## config.mk

```make
export PLATFORM = sky130hd
export DESIGN_NAME = ieem_ram
export DESIGN_NICKNAME = d
export VERILOG_FILES = /design/src/sv/ieem_ram.sv
export SDC_FILE = /design/constraint.sdc
export NUM_CORES = 2
export LEC_CHECK = 0
export ABC_AREA = 1
export BUFFER_PORTS_ARGS = -buffer_cell sky130_fd_sc_hd__buf_2
export CAP_MARGIN = 10
export CORE_UTILIZATION = 43
export DETAILED_ROUTE_END_ITERATION = 16
export PLACE_DENSITY = 0.57
export SYNTH_ARGS = -nofsm -noshare
export SYNTH_HDL_FRONTEND = slang
export SYNTH_SLANG_ARGS = --single-unit
```

## constraint.sdc

```tcl
create_clock -name clk -period 2.3 [get_ports clk]
set_input_delay 0.115 -clock clk [delete_from_list [all_inputs] [get_ports clk]]
set_output_delay 0.115 -clock clk [all_outputs]
set_load 0.01 [all_outputs]
```

## src/sv/ieem_ram.sv

```systemverilog
// Generic single-write, single-read synchronous RAM with registered read data.
// No dependencies.
module ieem_ram #(
  parameter int unsigned WIDTH = 8,
  parameter int unsigned DEPTH = 256,
  localparam int unsigned AW   = $clog2(DEPTH)
) (
  input  logic             clk,
  input  logic             we,
  input  logic [AW-1:0]    waddr,
  input  logic [WIDTH-1:0] wdata,
  input  logic             re,
  input  logic [AW-1:0]    raddr,
  output logic [WIDTH-1:0] rdata
);

  logic [WIDTH-1:0] mem_r [DEPTH];
  logic [WIDTH-1:0] rdata_r;

  always_ff @(posedge clk) begin
    if (we) begin
      mem_r[waddr] <= wdata;
    end
    if (re) begin
      rdata_r <= mem_r[raddr];
    end
  end

  assign rdata = rdata_r;

endmodule

```

==> out/qor.txt <==
Clock slew at reported path FFs = 0.06 ns
Rows = 161
Routed wire length per instance = 24.1 µm
Met2 Use GR = 0.390
DR pass1 iterations = 6
Most used cell, CP = nand3_1
Synth cell types = 13
Hold crit path type = input port to flip-flop
GP Congestion = 0.926
GRT met3 Usage = 0.0388
Worst skew pair latency = 0.85 ns
Clock tree buffer depth = 3
Clock Skews = 0.0251 ns
Final worst path period share = 0.954
Die height = 443 µm
Buf/Inv on CP = 0
Status = completed
Worst-Margin Slew = 0.865 ns
Initial antenna violation count = 9
CTS root buf = clkbuf_16
Final worst slack = 0.106 ns
CTS Buf Count = 208
Maxcap violations = 0
CP Class = flip-flop to flip-flop
CP Max Fanout = 1
Fraction of layout cells with a size suffix above 1 = 0.126
PwrDens = 823 mW/mm²
DR DRC count = 0
Final setup fails = 0
Final non-filler cell total = 10101
Busiest grt layer = met2
Worst Setup Start Kind = flip-flop
Post-Synthesis Mean Instance Area = 11.9 µm²
Tmin final = 2.19 ns
Worst stage delay on the critical path = 0.36 ns
Syn-to-layout area delta = 16.8%
Synth Register Bits = 2056
H-tree levels = 4
DR iter-0 viols = 6350
Max IR drop VDD = 0.779 mV
Dpl cells = 9703
Largest cells by area after synthesis = edfxtp_1, nand3_1, nand2_1
Slew margin rel. = 0.423
Cell-by-cell trace of the critical path = nand2_1 -> nand3_1 -> nand3_1 -> nand3_1 -> nand3_1 -> nand3_1 -> nand3_1 -> nand2_1 -> nand2_1 -> nand2_1
Cell area after synthesis = 0.0835 mm²
Final Hold Viols = 0
Slowest CP cell = edfxtp_1
Remaining antenna violation count after routing = 0
Mapped Cells = 7003
Pre-CTS setup slack = -0.336 ns
CP arrival = 2.78 ns
Largest net degree at the start of global routing = 82
Routed wire length = 244000 µm
Final TNS setup = 0 ns
Total grt overflow = 0
Post-cts resize count = 0
Initial Util = 0.433
Max frequency = 0.456 GHz
FILL cells = 16536
Top Family by Delay on Critical Path = simple AND/OR/NAND/NOR gates
Vias in the first global route = 53861
Met1 Usage GRT = 0.350
First-pass GRT wire length = 360000 µm
Total leakage power = 34.8 nW
Top-area cell type share of the netlist area = 0.740
Worst setup EP type = flip-flop
CTS tree = built
Width of the chip = 443 µm
Post-DP HPWL = 151000 µm
Total Power = 80.2 mW
Max-slew violations = 0
Seq/Total Area, Yosys = 0.740
TritonCTS Sinks = 2056
IO buf count = 34
Full die area = 0.196 mm²
# IOs = 35
Post-synth net total = 7030
Nets = 7426
Vias/cell = 5.57
RSZ-0062 raised after global routing = no
Overall routing resource usage = 0.247
Leading area contributor after synthesis = edfxtp_1
Warnings, synthesis = 0
CORE AREA = 0.193 mm²
Worst Path Required = 2.89 ns
Via count = 56289
[logic make-up after synthesis]
logic type             share of synthesized area
buffers and inverters                     0.0312
AND/OR/NAND/NOR                            0.229
flip-flops                                 0.740
[layout make-up]
type / count / area (µm²) / share of cell area
multi-input combinational: 4425 / 19200 / 0.196
clock buffer: 265 / 5590 / 0.0573
antenna: 2 / 5.00 / 0.0000513
inverter: 39 / 180 / 0.00185
clock inverter: 119 / 1140 / 0.0117
tap: 2526 / 3160 / 0.0324
sequential: 2056 / 61700 / 0.633
timing repair buffer: 669 / 6540 / 0.0671
[power breakdown]
group          total (mW)  internal [mW]  switching (mW)
clock network        33.6           19.4            14.2
logic                5.32           1.53            3.78
registers            41.4           41.3          0.0480
total                80.2           62.2            18.0
[registers in the layout (all words and copies together) (netlist names)]
register and count:
mem_r 2048, rdata 8
[metrics by stage]
step           utilization  instance area, µm²  hold slack [ns]
2_1_floorplan            -               83500            0.214
3_3_place_gp         0.470               90700            0.524
3_5_place_dp         0.470               90700            0.528
4_1_cts              0.506               97500           0.0169
5_1_grt              0.506               97500           0.0718
6_report             0.506               97500           0.0717
[synth_stat cells]
master,instances
nand2_1,2123
edfxtp_1,2056
nand3_1,2019
nor2_1,283
buf_2,268
clkbuf_1,112
buf_4,46
buf_1,40
inv_1,36
buf_6,16
inv_2,2
buf_8,1
inv_4,1
[cell usage in the layout, fill, tap and decap left out]
cell type	Yosys	routed
bufinv_16	0	20
inv_6	0	1
clkinv_8	0	2
clkinvlp_4	0	3
edfxtp_1	2056	2056
nor2_1	283	283
buf_4	46	507
inv_4	1	1
clkinv_1	0	51
clkinv_4	0	2
diode_2	0	2
inv_1	36	34
nand3_1	2019	2019
clkbuf_1	112	49
buf_2	268	22
dlygate4sd3_1	0	12
buf_8	1	11
inv_16	0	4
inv_2	2	1
inv_8	0	2
clkinv_16	0	1
buf_12	0	117
clkinv_2	0	36
nand2_2	0	6
clkbuf_16	0	216
nand2_1	2123	2117
[worst min-delay path: stages]
cell     delay, ns
buf_2         0.13
buf_4         0.22
nand3_1       0.11
nand2_1       0.05
nand2_1       0.06
nand2_1       0.05
[repair_timing]
item,CTS,global route
hold buffers,12,0
hold endpoints to repair,1505,0
buffers inserted,0,0
[per-layer routing]
metal  wire length, µm  share of wire  vias to the layer above
li1                  -              -                    25690
met1            103000           0.42                    27876
met2            114000           0.47                     2327
met3             19300          0.079                      394
met4              7950          0.033                        2
met5                12       0.000049                        -
[worst paths after layout]
path / startpoint / to / slack [ns] / depth (start not counted)
setup / recovery: mem_r[3][5] / rdata[5] / 0.11 / 10
hold / removal: raddr[6] / rdata[6] / 0.07 / 6
setup reg to reg: mem_r[3][5] / rdata[5] / 0.11 / 10
hold reg to reg: mem_r[148][6] / rdata[6] / 1.06 / 10
No activity file was read; power rests on OpenSTA's default activity.
