<file path="src/sv/ieem_pkg.sv">
// Shared types and constants for the I2C EEPROM target model.
// No dependencies.
package ieem_pkg;

  localparam int unsigned STORE_BYTES = 131072;
  localparam int unsigned ADDR_W      = $clog2(STORE_BYTES);
  localparam int unsigned PTR_W       = 18;

  localparam logic [PTR_W-1:0] STORE_END    = PTR_W'(STORE_BYTES);
  localparam logic [PTR_W-1:0] UPPER_OFFSET = 18'h10000;

  localparam logic [7:0] WADDR_HI_MASK  = 8'hF0;
  localparam logic [7:0] TARGET_BASE    = 8'hA0;
  localparam logic [7:0] UPPER_SEL_MASK = 8'h08;
  localparam logic [7:0] ERASED_BYTE    = 8'hFF;
  localparam logic [7:0] ACK_DATA       = 8'h01;
  localparam logic [7:0] NOT_SELECTED   = 8'h00;

  // Byte count within a selection: two address bytes, then data.
  localparam logic [1:0] CNT_ADDR_HI = 2'd0;
  localparam logic [1:0] CNT_ADDR_LO = 2'd1;
  localparam logic [1:0] CNT_DATA    = 2'd2;

  typedef enum logic {
    RESP_ACK  = 1'b0,
    RESP_READ = 1'b1
  } resp_kind_t;

  typedef enum logic [2:0] {
    ST_CLEAR,
    ST_IDLE,
    ST_ACK_START,
    ST_WRITE,
    ST_READ_ISSUE,
    ST_READ_EMIT
  } state_t;

  typedef struct packed {
    resp_kind_t kind;
    logic [7:0] address;
    logic [7:0] data;
    logic       last;
  } resp_t;

endpackage

</file>
<file path="src/sv/ieem_resp.sv">
// Result word register between the sequencer and the out_ channel.
// Depends on ieem_pkg.
module ieem_resp (
  input  logic            clk,
  input  logic            rst_n,
  input  logic            push,
  input  ieem_pkg::resp_t din,
  output logic            ready,
  output logic            out_valid,
  input  logic            out_stall,
  output ieem_pkg::resp_t dout
);
  import ieem_pkg::*;

  logic  valid_r;
  resp_t data_r;

  assign ready     = !valid_r || !out_stall;
  assign out_valid = valid_r;
  assign dout      = data_r;

  always_ff @(posedge clk) begin
    if (!rst_n) begin
      valid_r <= 1'b0;
    end else if (push) begin
      valid_r <= 1'b1;
    end else if (!out_stall) begin
      valid_r <= 1'b0;
    end
  end

  always_ff @(posedge clk) begin
    if (push) begin
      data_r <= din;
    end
  end

endmodule

</file>
<file path="config.mk">
export PLATFORM = sky130hd
export DESIGN_NAME = ieem_resp
export DESIGN_NICKNAME = d
export VERILOG_FILES = /design/src/sv/ieem_pkg.sv /design/src/sv/ieem_resp.sv
export SDC_FILE = /design/constraint.sdc
export NUM_CORES = 1
export LEC_CHECK = 0
export CORE_UTILIZATION = 35
export CTS_CLUSTER_DIAMETER = 60
export DETAILED_ROUTE_END_ITERATION = 8
export DONT_BUFFER_PORTS = 1
export RECOVER_POWER = 50
export SYNTH_ARGS = -nofsm -noshare
export SYNTH_HDL_FRONTEND = slang
export SYNTH_SLANG_ARGS = --single-unit
</file>
<file path="constraint.sdc">
create_clock -name clk -period 0.8 [get_ports clk]
set_input_delay 0.04 -clock clk [delete_from_list [all_inputs] [get_ports clk]]
set_output_delay 0.04 -clock clk [all_outputs]
set_load 0.03 [all_outputs]
</file>
==> results.md <==
- Post-synthesis register bit count: 19
- Total gr overflow: 0
- Iteration count of the initial detailed-routing pass: 2
- Fin Setup TNS: -1.10 ns
- PortBufs: 0
- Initial antenna violation count: 0
- Crit path kind: flip-flop to primary output
- Netlist area before placement: 576 um^2
- Share of Yosys cell area claimed by the top area cell type: 93.9%
- Post-Syn Area per Cell: 26.2 um^2
- Fin. Hold Viols: 19
- Drc violations: 0
- Reg clk slew, reported paths: 0.10 ns
- Hold_buf cts: 19
- Critical Path RT: 0.76 ns
- Unrepaired setup endpoints after global routing: true
- Yosys cell types: 5
- # setup viols final: 19
- Worst setup EP type: primary output
- GRT Overall Usage: 9.89%
- Total CTS buffers: 3
- Place WS: 0.192 ns
- Slew Limit Fails: 0
- Largest net degree at the start of global routing: 20
- Die height: 42.6 um
- Arrival time at the worst endpoint: 0.83 ns
- Leak pwr: 0.298 nW
- Worst-Skew Late Latency: 0.28 ns
- Top sig layer: met3
- Row count: 14
- Minimum clock period: 0.868 ns
- Via count normalized by instance count: 4.87
- Nets: 69
- Vias in the first global route: 318
- Worst Hold Class: primary input to flip-flop
- Post-DRT Antenna Nets: 0
- Worst Max-Slew Pin Slew: 0.301 ns
- Placer Congestion: 0.579
- Wire length on met1: 307 um
- Outcome: complete, but fails checks
- Die area: 1810 um^2
- CTS root buf: clkbuf_4
- Final WS setup: -0.0682 ns
- Final worst path period share: 109%
- Worst VDD drop: 1.16 mV
- Slew margin rel.: 80.0%
- Seq/Total Area, Yosys: 97.4%
- Met3 WL: 69 um
- DR iter-0 viols: 7
- CTS tree: built
- CP max FO: 1
- Die Wd: 42.6 um
- Yosys warning count: 0
- Pwr dens: 2290 nW/um^2
- CTS sink count: 19
- Failing checks: hold timing, setup timing
- Ant diodes: 0
- Area delta synth->final: 45.0%
- Synth top area cells: edfxtp_1, dfxtp_1, nor2b_1
- Critical Path Start Type: flip-flop
- Core area: 1520 um^2
- Hold WS: -0.144 ns
- Max cap viols: 0
- Avg WL per Cell: 13.2 um
- Highest clock rate: 1150 MHz
- Area leader, netlist: edfxtp_1
- Final wirelength: 818 um
- Synthesized instance count: 22
- Top Ports: 42
- H-tree levels: 1
- Clk buf depth: 2
- Setup Skew: 0 ns
- Syn Nets: 44
- Met2 WL: 441 um
- Via count: 302
- Initial Utilization: 37.8%
- First-pass GRT wire length: 1230 um
- Setup Buffers After CTS: 0
- Layout cells sized above 1: 13.0%
-- synthesized netlist by cell type --
cell      number
a21oi_1        1
dfxtp_1        1
edfxtp_1      18
nand2_1        1
nor2b_1        1
-- kinds of logic after synthesis --
| logic type | after synthesis | synth area share [%] |
|---|---|---|
| compound gates | 1 | 0.869 |
| flops | 19 | 97.4 |
| simple gates | 2 | 1.74 |
-- repair_timing --
action,CTS,global route
endpoints found under the hold margin,37,19
pin swaps,0,0
gates resized for setup,3,1
endpoints found under the setup margin,20,20
-- worst paths after layout --
check	startpoint	end	slack [ns]	depth (start not counted)
worst max-delay path	dout[2]$_DFFE_PP_	dout[2]	-0.07	0
worst min-delay path	push	dout[2]$_DFFE_PP_	-0.14	0
worst max register to register	out_valid$_SDFFE_PN0P_	out_valid$_SDFFE_PN0P_	0.16	2
worst min register to register	out_valid$_SDFFE_PN0P_	out_valid$_SDFFE_PN0P_	0.56	2
-- metal layers --
layer / up-vias / GRT usage, %
met5: - / 0
met2: 27 / 17.5
met1: 142 / 9.28
li1: 133 / -
met4: 0 / 7.50
met3: 0 / 3.02
-- area by class of cell --
type	instances	area [um^2]
clock buffer	4	26.3
sequential	19	564
timing repair buffer	20	201
multi-input combinational	3	22.5
tap	16	20.0
fill	129	689
-- layout by cell type, fill, tap and decap left out --
master         count
dlygate4sd3_1     19
clkbuf_4           3
dfxtp_4            1
a21oi_1            1
clkbuf_1           1
edfxtp_1          18
nand2_4            1
nor2b_1            1
buf_6              1
-- flip-flops by register name (all words and copies together) (netlist names) --
register / flops
dout: 18
out_valid: 1
-- where the power goes --
group	total, W	switching (W)	internal, W
clock	0.000459	0.000266	0.000193
sequential	0.00136	0.000176	0.00118
combinational	0.0000967	0.0000255	0.0000712
total	0.00191	0.000467	0.00144
-- metrics by stage --
step	cell area, um^2	cells	util [%]	power, W	hold slack, ns
floorplan	578	22	-	0.00139	0.139
finish	835	62	54.8	0.00191	-0.144
CTS	832	62	54.6	0.00193	-0.154
detailed placement	606	39	39.7	0.00140	0.139
global route	835	62	54.8	0.00198	-0.165
global placement	606	39	39.7	0.00140	0.139
Note: power is estimated with default switching activity, not from simulation.
