[config.mk]
export PLATFORM = sky130hd
export DESIGN_NAME = ieem_ctrl
export DESIGN_NICKNAME = d
export VERILOG_FILES = /design/src/sv/ieem_pkg.sv /design/src/sv/ieem_ctrl.sv
export SDC_FILE = /design/constraint.sdc
export NUM_CORES = 1
export LEC_CHECK = 0
export BUFFER_PORTS_ARGS = -buffer_cell sky130_fd_sc_hd__buf_4
export CORE_MARGIN = 1.5
export CORE_UTILIZATION = 25
export DETAILED_ROUTE_END_ITERATION = 10
export PLACE_DENSITY_LB_ADDON = 0.2
export SKIP_LAST_GASP = 1
export SLEW_MARGIN = 15
export SYNTH_ARGS = -nofsm -noshare
export SYNTH_HDL_FRONTEND = slang
export SYNTH_SLANG_ARGS = --single-unit
[constraint.sdc]
create_clock -name clk -period 6 [get_ports clk]
set_input_delay 0.3 -clock clk [delete_from_list [all_inputs] [get_ports clk]]
set_output_delay 0.3 -clock clk [all_outputs]
set_load 0.1 [all_outputs]
[src/sv/ieem_pkg.sv]
// Shared types and constants for the I2C EEPROM target model.
// No dependencies.
package ieem_pkg;

  localparam int unsigned STORE_BYTES = 131072;
  localparam int unsigned ADDR_W      = $clog2(STORE_BYTES);
  localparam int unsigned PTR_W       = 18;

  localparam logic [PTR_W-1:0] STORE_END    = PTR_W'(STORE_BYTES);
  localparam logic [PTR_W-1:0] UPPER_OFFSET = 18'h10000;

  localparam logic [7:0] WADDR_HI_MASK  = 8'hF0;
  localparam logic [7:0] TARGET_BASE    = 8'hA0;
  localparam logic [7:0] UPPER_SEL_MASK = 8'h08;
  localparam logic [7:0] ERASED_BYTE    = 8'hFF;
  localparam logic [7:0] ACK_DATA       = 8'h01;
  localparam logic [7:0] NOT_SELECTED   = 8'h00;

  // Byte count within a selection: two address bytes, then data.
  localparam logic [1:0] CNT_ADDR_HI = 2'd0;
  localparam logic [1:0] CNT_ADDR_LO = 2'd1;
  localparam logic [1:0] CNT_DATA    = 2'd2;

  typedef enum logic {
    RESP_ACK  = 1'b0,
    RESP_READ = 1'b1
  } resp_kind_t;

  typedef enum logic [2:0] {
    ST_CLEAR,
    ST_IDLE,
    ST_ACK_START,
    ST_WRITE,
    ST_READ_ISSUE,
    ST_READ_EMIT
  } state_t;

  typedef struct packed {
    resp_kind_t kind;
    logic [7:0] address;
    logic [7:0] data;
    logic       last;
  } resp_t;

endpackage

[src/sv/ieem_ctrl.sv]
// Event sequencer: selection, pointer and byte count, store access sequencing.
// Depends on ieem_pkg; drives the byte store RAM and the result register.
module ieem_ctrl (
  input  logic                        clk,
  input  logic                        rst_n,
  input  logic                        in_valid,
  output logic                        in_stall,
  input  logic                        in_cond_start,
  input  logic                        in_cond_stop,
  input  logic                        in_cond_write,
  input  logic                        in_cond_read,
  input  logic [7:0]                  in_wire_address,
  input  logic [7:0]                  in_data_byte,
  input  logic                        resp_ready,
  output logic                        resp_push,
  output ieem_pkg::resp_t             resp,
  output logic                        ram_we,
  output logic [ieem_pkg::ADDR_W-1:0] ram_waddr,
  output logic [7:0]                  ram_wdata,
  output logic                        ram_re,
  output logic [ieem_pkg::ADDR_W-1:0] ram_raddr,
  input  logic [7:0]                  ram_rdata
);
  import ieem_pkg::*;

  state_t            state_r, state_nxt;
  logic [ADDR_W-1:0] clr_cnt_r, clr_cnt_nxt;
  logic [7:0]        sel_addr_r, sel_addr_nxt;
  logic              upper_r, upper_nxt;
  logic [1:0]        cnt_r, cnt_nxt;
  logic [PTR_W-1:0]  ptr_r, ptr_nxt;
  logic              wr_pend_r, wr_pend_nxt;
  logic              rd_pend_r, rd_pend_nxt;
  logic [7:0]        dbyte_r, dbyte_nxt;
  logic              in_range_r, in_range_nxt;

  logic              accept;
  logic              acc_hit;
  logic [7:0]        acc_sel;
  logic              acc_active;
  logic              ptr_in_range;
  logic [PTR_W-1:0]  ptr_inc;
  logic [PTR_W-1:0]  ptr_lo_load;
  logic [1:0]        cnt_up;

  assign accept  = (state_r == ST_IDLE) && in_valid;
  assign acc_hit = in_cond_start && ((in_wire_address & WADDR_HI_MASK) == TARGET_BASE);

  // Stop acts before start; a start to a foreign address leaves us deselected.
  always_comb begin
    acc_sel = sel_addr_r;
    if (in_cond_stop || in_cond_start) begin
      acc_sel = NOT_SELECTED;
    end
    if (acc_hit) begin
      acc_sel = in_wire_address;
    end
  end

  assign acc_active   = (acc_sel != NOT_SELECTED);
  assign ptr_in_range = (ptr_r < STORE_END);
  assign ptr_inc      = ptr_in_range ? ptr_r + PTR_W'(1) : ptr_r;
  assign ptr_lo_load  = (ptr_r | PTR_W'(dbyte_r)) + (upper_r ? UPPER_OFFSET : '0);
  assign cnt_up       = (cnt_r == CNT_DATA) ? cnt_r : cnt_r + 2'd1;

  always_comb begin
    state_nxt = state_r;
    unique case (state_r)
      ST_CLEAR: begin
        if (clr_cnt_r == ADDR_W'(STORE_BYTES - 1)) begin
          state_nxt = ST_IDLE;
        end
      end
      ST_IDLE: begin
        if (in_valid) begin
          if (acc_hit) begin
            state_nxt = ST_ACK_START;
          end else if (acc_active && in_cond_write) begin
            state_nxt = ST_WRITE;
          end else if (acc_active && in_cond_read) begin
            state_nxt = ST_READ_ISSUE;
          end
        end
      end
      ST_ACK_START: begin
        if (resp_ready) begin
          if (wr_pend_r) begin
            state_nxt = ST_WRITE;
          end else if (rd_pend_r) begin
            state_nxt = ST_READ_ISSUE;
          end else begin
            state_nxt = ST_IDLE;
          end
        end
      end
      ST_WRITE: begin
        if (resp_ready) begin
          state_nxt = rd_pend_r ? ST_READ_ISSUE : ST_IDLE;
        end
      end
      ST_READ_ISSUE: state_nxt = ST_READ_EMIT;
      ST_READ_EMIT: begin
        if (resp_ready) begin
          state_nxt = ST_IDLE;
        end
      end
      default: state_nxt = ST_CLEAR;
    endcase
  end

  always_comb begin
    clr_cnt_nxt  = clr_cnt_r;
    sel_addr_nxt = sel_addr_r;
    upper_nxt    = upper_r;
    cnt_nxt      = cnt_r;
    ptr_nxt      = ptr_r;
    wr_pend_nxt  = wr_pend_r;
    rd_pend_nxt  = rd_pend_r;
    dbyte_nxt    = dbyte_r;
    in_range_nxt = in_range_r;
    in_stall     = (state_r != ST_IDLE);
    resp_push    = 1'b0;
    resp.kind    = RESP_ACK;
    resp.address = sel_addr_r;
    resp.data    = ACK_DATA;
    resp.last    = 1'b0;
    ram_we       = 1'b0;
    ram_waddr    = '0;
    ram_wdata    = ERASED_BYTE;
    ram_re       = 1'b0;
    ram_raddr    = '0;
    unique case (state_r)
      ST_CLEAR: begin
        ram_we      = 1'b1;
        ram_waddr   = clr_cnt_r;
        clr_cnt_nxt = clr_cnt_r + ADDR_W'(1);
      end
      ST_IDLE: begin
        if (accept) begin
          sel_addr_nxt = acc_sel;
          if (in_cond_stop || in_cond_start) begin
            cnt_nxt = CNT_ADDR_HI;
          end
          if (acc_hit) begin
            upper_nxt = |(in_wire_address & UPPER_SEL_MASK);
          end
          wr_pend_nxt = acc_active && in_cond_write;
          rd_pend_nxt = acc_active && in_cond_read;
          dbyte_nxt   = in_data_byte;
        end
      end
      ST_ACK_START: begin
        resp_push = resp_ready;
        resp.last = !wr_pend_r && !rd_pend_r;
      end
      ST_WRITE: begin
        resp_push = resp_ready;
        resp.last = !rd_pend_r;
        if (resp_ready) begin
          case (cnt_r)
            CNT_ADDR_HI: ptr_nxt = PTR_W'({dbyte_r, 8'h00});
            CNT_ADDR_LO: ptr_nxt = ptr_lo_load;
            default: begin
              // Drop the byte once the pointer has run off the end.
              ram_we    = ptr_in_range;
              ram_waddr = ptr_r[ADDR_W-1:0];
              ram_wdata = dbyte_r;
              ptr_nxt   = ptr_inc;
            end
          endcase
          cnt_nxt = cnt_up;
        end
      end
      ST_READ_ISSUE: begin
        ram_re       = 1'b1;
        ram_raddr    = ptr_r[ADDR_W-1:0];
        in_range_nxt = ptr_in_range;
        ptr_nxt      = ptr_inc;
        cnt_nxt      = cnt_up;
      end
      ST_READ_EMIT: begin
        resp_push = resp_ready;
        resp.kind = RESP_READ;
        resp.data = in_range_r ? ram_rdata : ERASED_BYTE;
        resp.last = 1'b1;
      end
      default: begin
        in_stall = 1'b1;
      end
    endcase
  end

  always_ff @(posedge clk) begin
    if (!rst_n) begin
      state_r    <= ST_CLEAR;
      clr_cnt_r  <= '0;
      sel_addr_r <= NOT_SELECTED;
      upper_r    <= 1'b0;
      cnt_r      <= CNT_ADDR_HI;
      ptr_r      <= '0;
      wr_pend_r  <= 1'b0;
      rd_pend_r  <= 1'b0;
    end else begin
      state_r    <= state_nxt;
      clr_cnt_r  <= clr_cnt_nxt;
      sel_addr_r <= sel_addr_nxt;
      upper_r    <= upper_nxt;
      cnt_r      <= cnt_nxt;
      ptr_r      <= ptr_nxt;
      wr_pend_r  <= wr_pend_nxt;
      rd_pend_r  <= rd_pend_nxt;
    end
  end

  always_ff @(posedge clk) begin
    dbyte_r    <= dbyte_nxt;
    in_range_r <= in_range_nxt;
  end

endmodule

==> metrics.cfg <==
[outcome]
outcome=finished, final reports clean

[timing]
hold_viol=0
slew-limit-headroom_pct=34.3
min_period_over_period_pct=53.2
drv_slew=0
fin_worst_skew_ps=7.22
fin_tns_setup_ps=0
rsz0062_at_grt=false
tightest_slew_ps=977
setup_viol=0
timing.fmax_ghz=0.313
layout_min_cycle_time_ps=3190

[global_routing]
grt_use_total_pct=16.0
antenna_found_initial=0
grt_pass1_vias=3643
grt_pass1_wl_um=18900
grt.overflow.total=0
grt_max_degree=55

[worst_setup_path]
start_kind=flop
arrival_ps=2890
required_ps=5700
critPathKind=flop to output pin
critPathMaxFanout=21
cp-end-kind=output pin

[clock_network]
clk_pin_slew_ps=60
cts-root-buf=clkbuf_16
cts_setup_buffers=0
cts_max_path_buffers=2
htreeDepth=3
cts.repair.resized=0
cts_tree=yes
cts_buffers=9
cts_hold_buffers=0
clk_latency_ps=330
cts_sinks=60

[routing]
wl_met1_um=5170
wl_met2_um=5480
wl_per_cell_um=16.2
postRouteAntennaNets=0
routed_wl_um=11700
wl_met3_um=880
top_layer=met4
firstDrtPassIters=5
drt-initial-drc-count=244
via_count=3746
vias_per_cell=5.18
drcViolationCount=0

[hold_path]
hp-class=input pin to flop

[synthesis]
synthDistinctLibCells=58
async_flop_share_pct=0
synth_top_area_share_pct=28.0
synthTopCellsByArea=dfxtp_1 28%, edfxtp_1 7.4%, a21oi_1 5.1%, and2_1 5.0%, nand2_1 4.6%
synth-edff-count=9
yosys_warnings=0
ys_ff_latch=60
synth_nets=499
avgSynthCellArea_um2=7.93
yosys.area.top_type=dfxtp_1
synth_flop_cell=dfxtp_1
syn_inst=460
syn_area_um2=3650
seq_area_frac_synth_pct=35.4

[die]
start_util_pct=26.0
die_w_um=124
die-height_um=124
rows=43
die_area_um2=15300
boundaryPins=96
core_area_um2=14000

[cells_and_area]
fin_util_pct=34.2
final_area_um2=4800
area_growth_pct=31.6
diodes=0
final_nets=577
finalNonFillerCells=723
drive_gt1_share_pct=22.1

[power]
finalPower_mw=1.01
p_per_area_nw_per_um2=210
ir_worst_vdd_v=0.000128
power_leakage_nw=1.89

[placement]
dpl.cell_count=707
gp_congestion=0.847
place_area_um2=4490
hpwlAfterDp_um=8630
io_buffers=95

[run]
cap_violations=0

==> worst paths after layout <==
check                           end                    start  depth (start not counted)  slack [ps]
min            dbyte_r[4]$_DFFE_PP_          in_data_byte[4]                          1         150
max reg2reg  ptr_r[13]$_SDFFE_PN0P_  state_r[1]$_SDFFE_PN0P_                          6        3240
min reg2reg   cnt_r[1]$_SDFFE_PN0P_    cnt_r[1]$_SDFFE_PN0P_                          2         480
max                    ram_waddr[4]  state_r[1]$_SDFFE_PN0P_                          6        2810
==> final cells by class <==
type / count / area (µm²)
well taps: 180 / 225
clock buffers: 10 / 229
fillers: 1440 / 9250
flip-flops and latches: 60 / 1290
clock inverters: 6 / 78.8
inverters: 21 / 78.8
repair buffers: 97 / 728
multi-input cells: 349 / 2170
==> metrics by stage <==
stage | worst slack, ps | hold WS, ps
after floorplan | 2760 | 399
after global placement | 3200 | 459
after detailed placement | 3110 | 475
after CTS | 2730 | 133
after global routing | 2520 | 134
final | 2810 | 148
==> metal layers <==
layer / track usage [%] / up-vias
met4: 5.24 / 0
met3: 4.53 / 14
met1: 20.0 / 1779
li1: - / 1814
met5: 0 / -
met2: 26.6 / 139
==> synthesized netlist by cell type, drive strengths merged (7+ instances only) <==
cell	count
nor2b	13
a21oi	37
dfxtp	51
a21boi	10
nand2b	12
ha	7
nand3	17
nand4	10
nor3	13
inv	21
o21ai	27
xnor2	10
nand2	45
clkbuf	24
nor2	24
a22o	16
edfxtp	9
and2	29
==> registers in the layout (all words and copies together) (netlist names) <==
signal / count
dbyte_r: 8
rd_pend_r: 1
state_r: 3
upper_r: 1
clr_cnt_r: 17
in_range_r: 1
ptr_r: 18
sel_addr_r: 8
cnt_r: 2
wr_pend_r: 1
==> layout by cell type (no fill, tap or decap), drive strengths merged, types with 12 or more instances in the layout <==
cell | synthesis | final
o21ai | 27 | 27
buf | 6 | 97
nor3 | 13 | 13
dfxtp | 51 | 51
nor2b | 13 | 13
a21oi | 37 | 37
nor2 | 24 | 24
and2 | 29 | 29
nand2b | 12 | 12
nand2 | 45 | 45
a22o | 16 | 16
inv | 21 | 21
nand3 | 17 | 17
==> kinds of logic after synthesis <==
kind of cell / synth area share, %
mux: 1.17
flops: 35.4
buf+inv: 5.46
fa+ha+maj: 2.40
xor+xnor: 3.12
compound gates: 22.3
simple gates: 30.1
==> power breakdown <==
group          leakage [nW]  internal, mW  switching, mW
clock network         0.145         0.359          0.186
registers             0.495         0.410        0.00227
logic                  1.25        0.0218         0.0272
==> worst max-delay path: stages (launching register included) <==
cell and delay, ps:
dfxtp_1 710, nand4b_1 380, nor3_2 560, buf_4 360, nand2_1 90, o21ai_0 120
buf_4 330
Note: power is estimated with default switching activity, not from simulation.
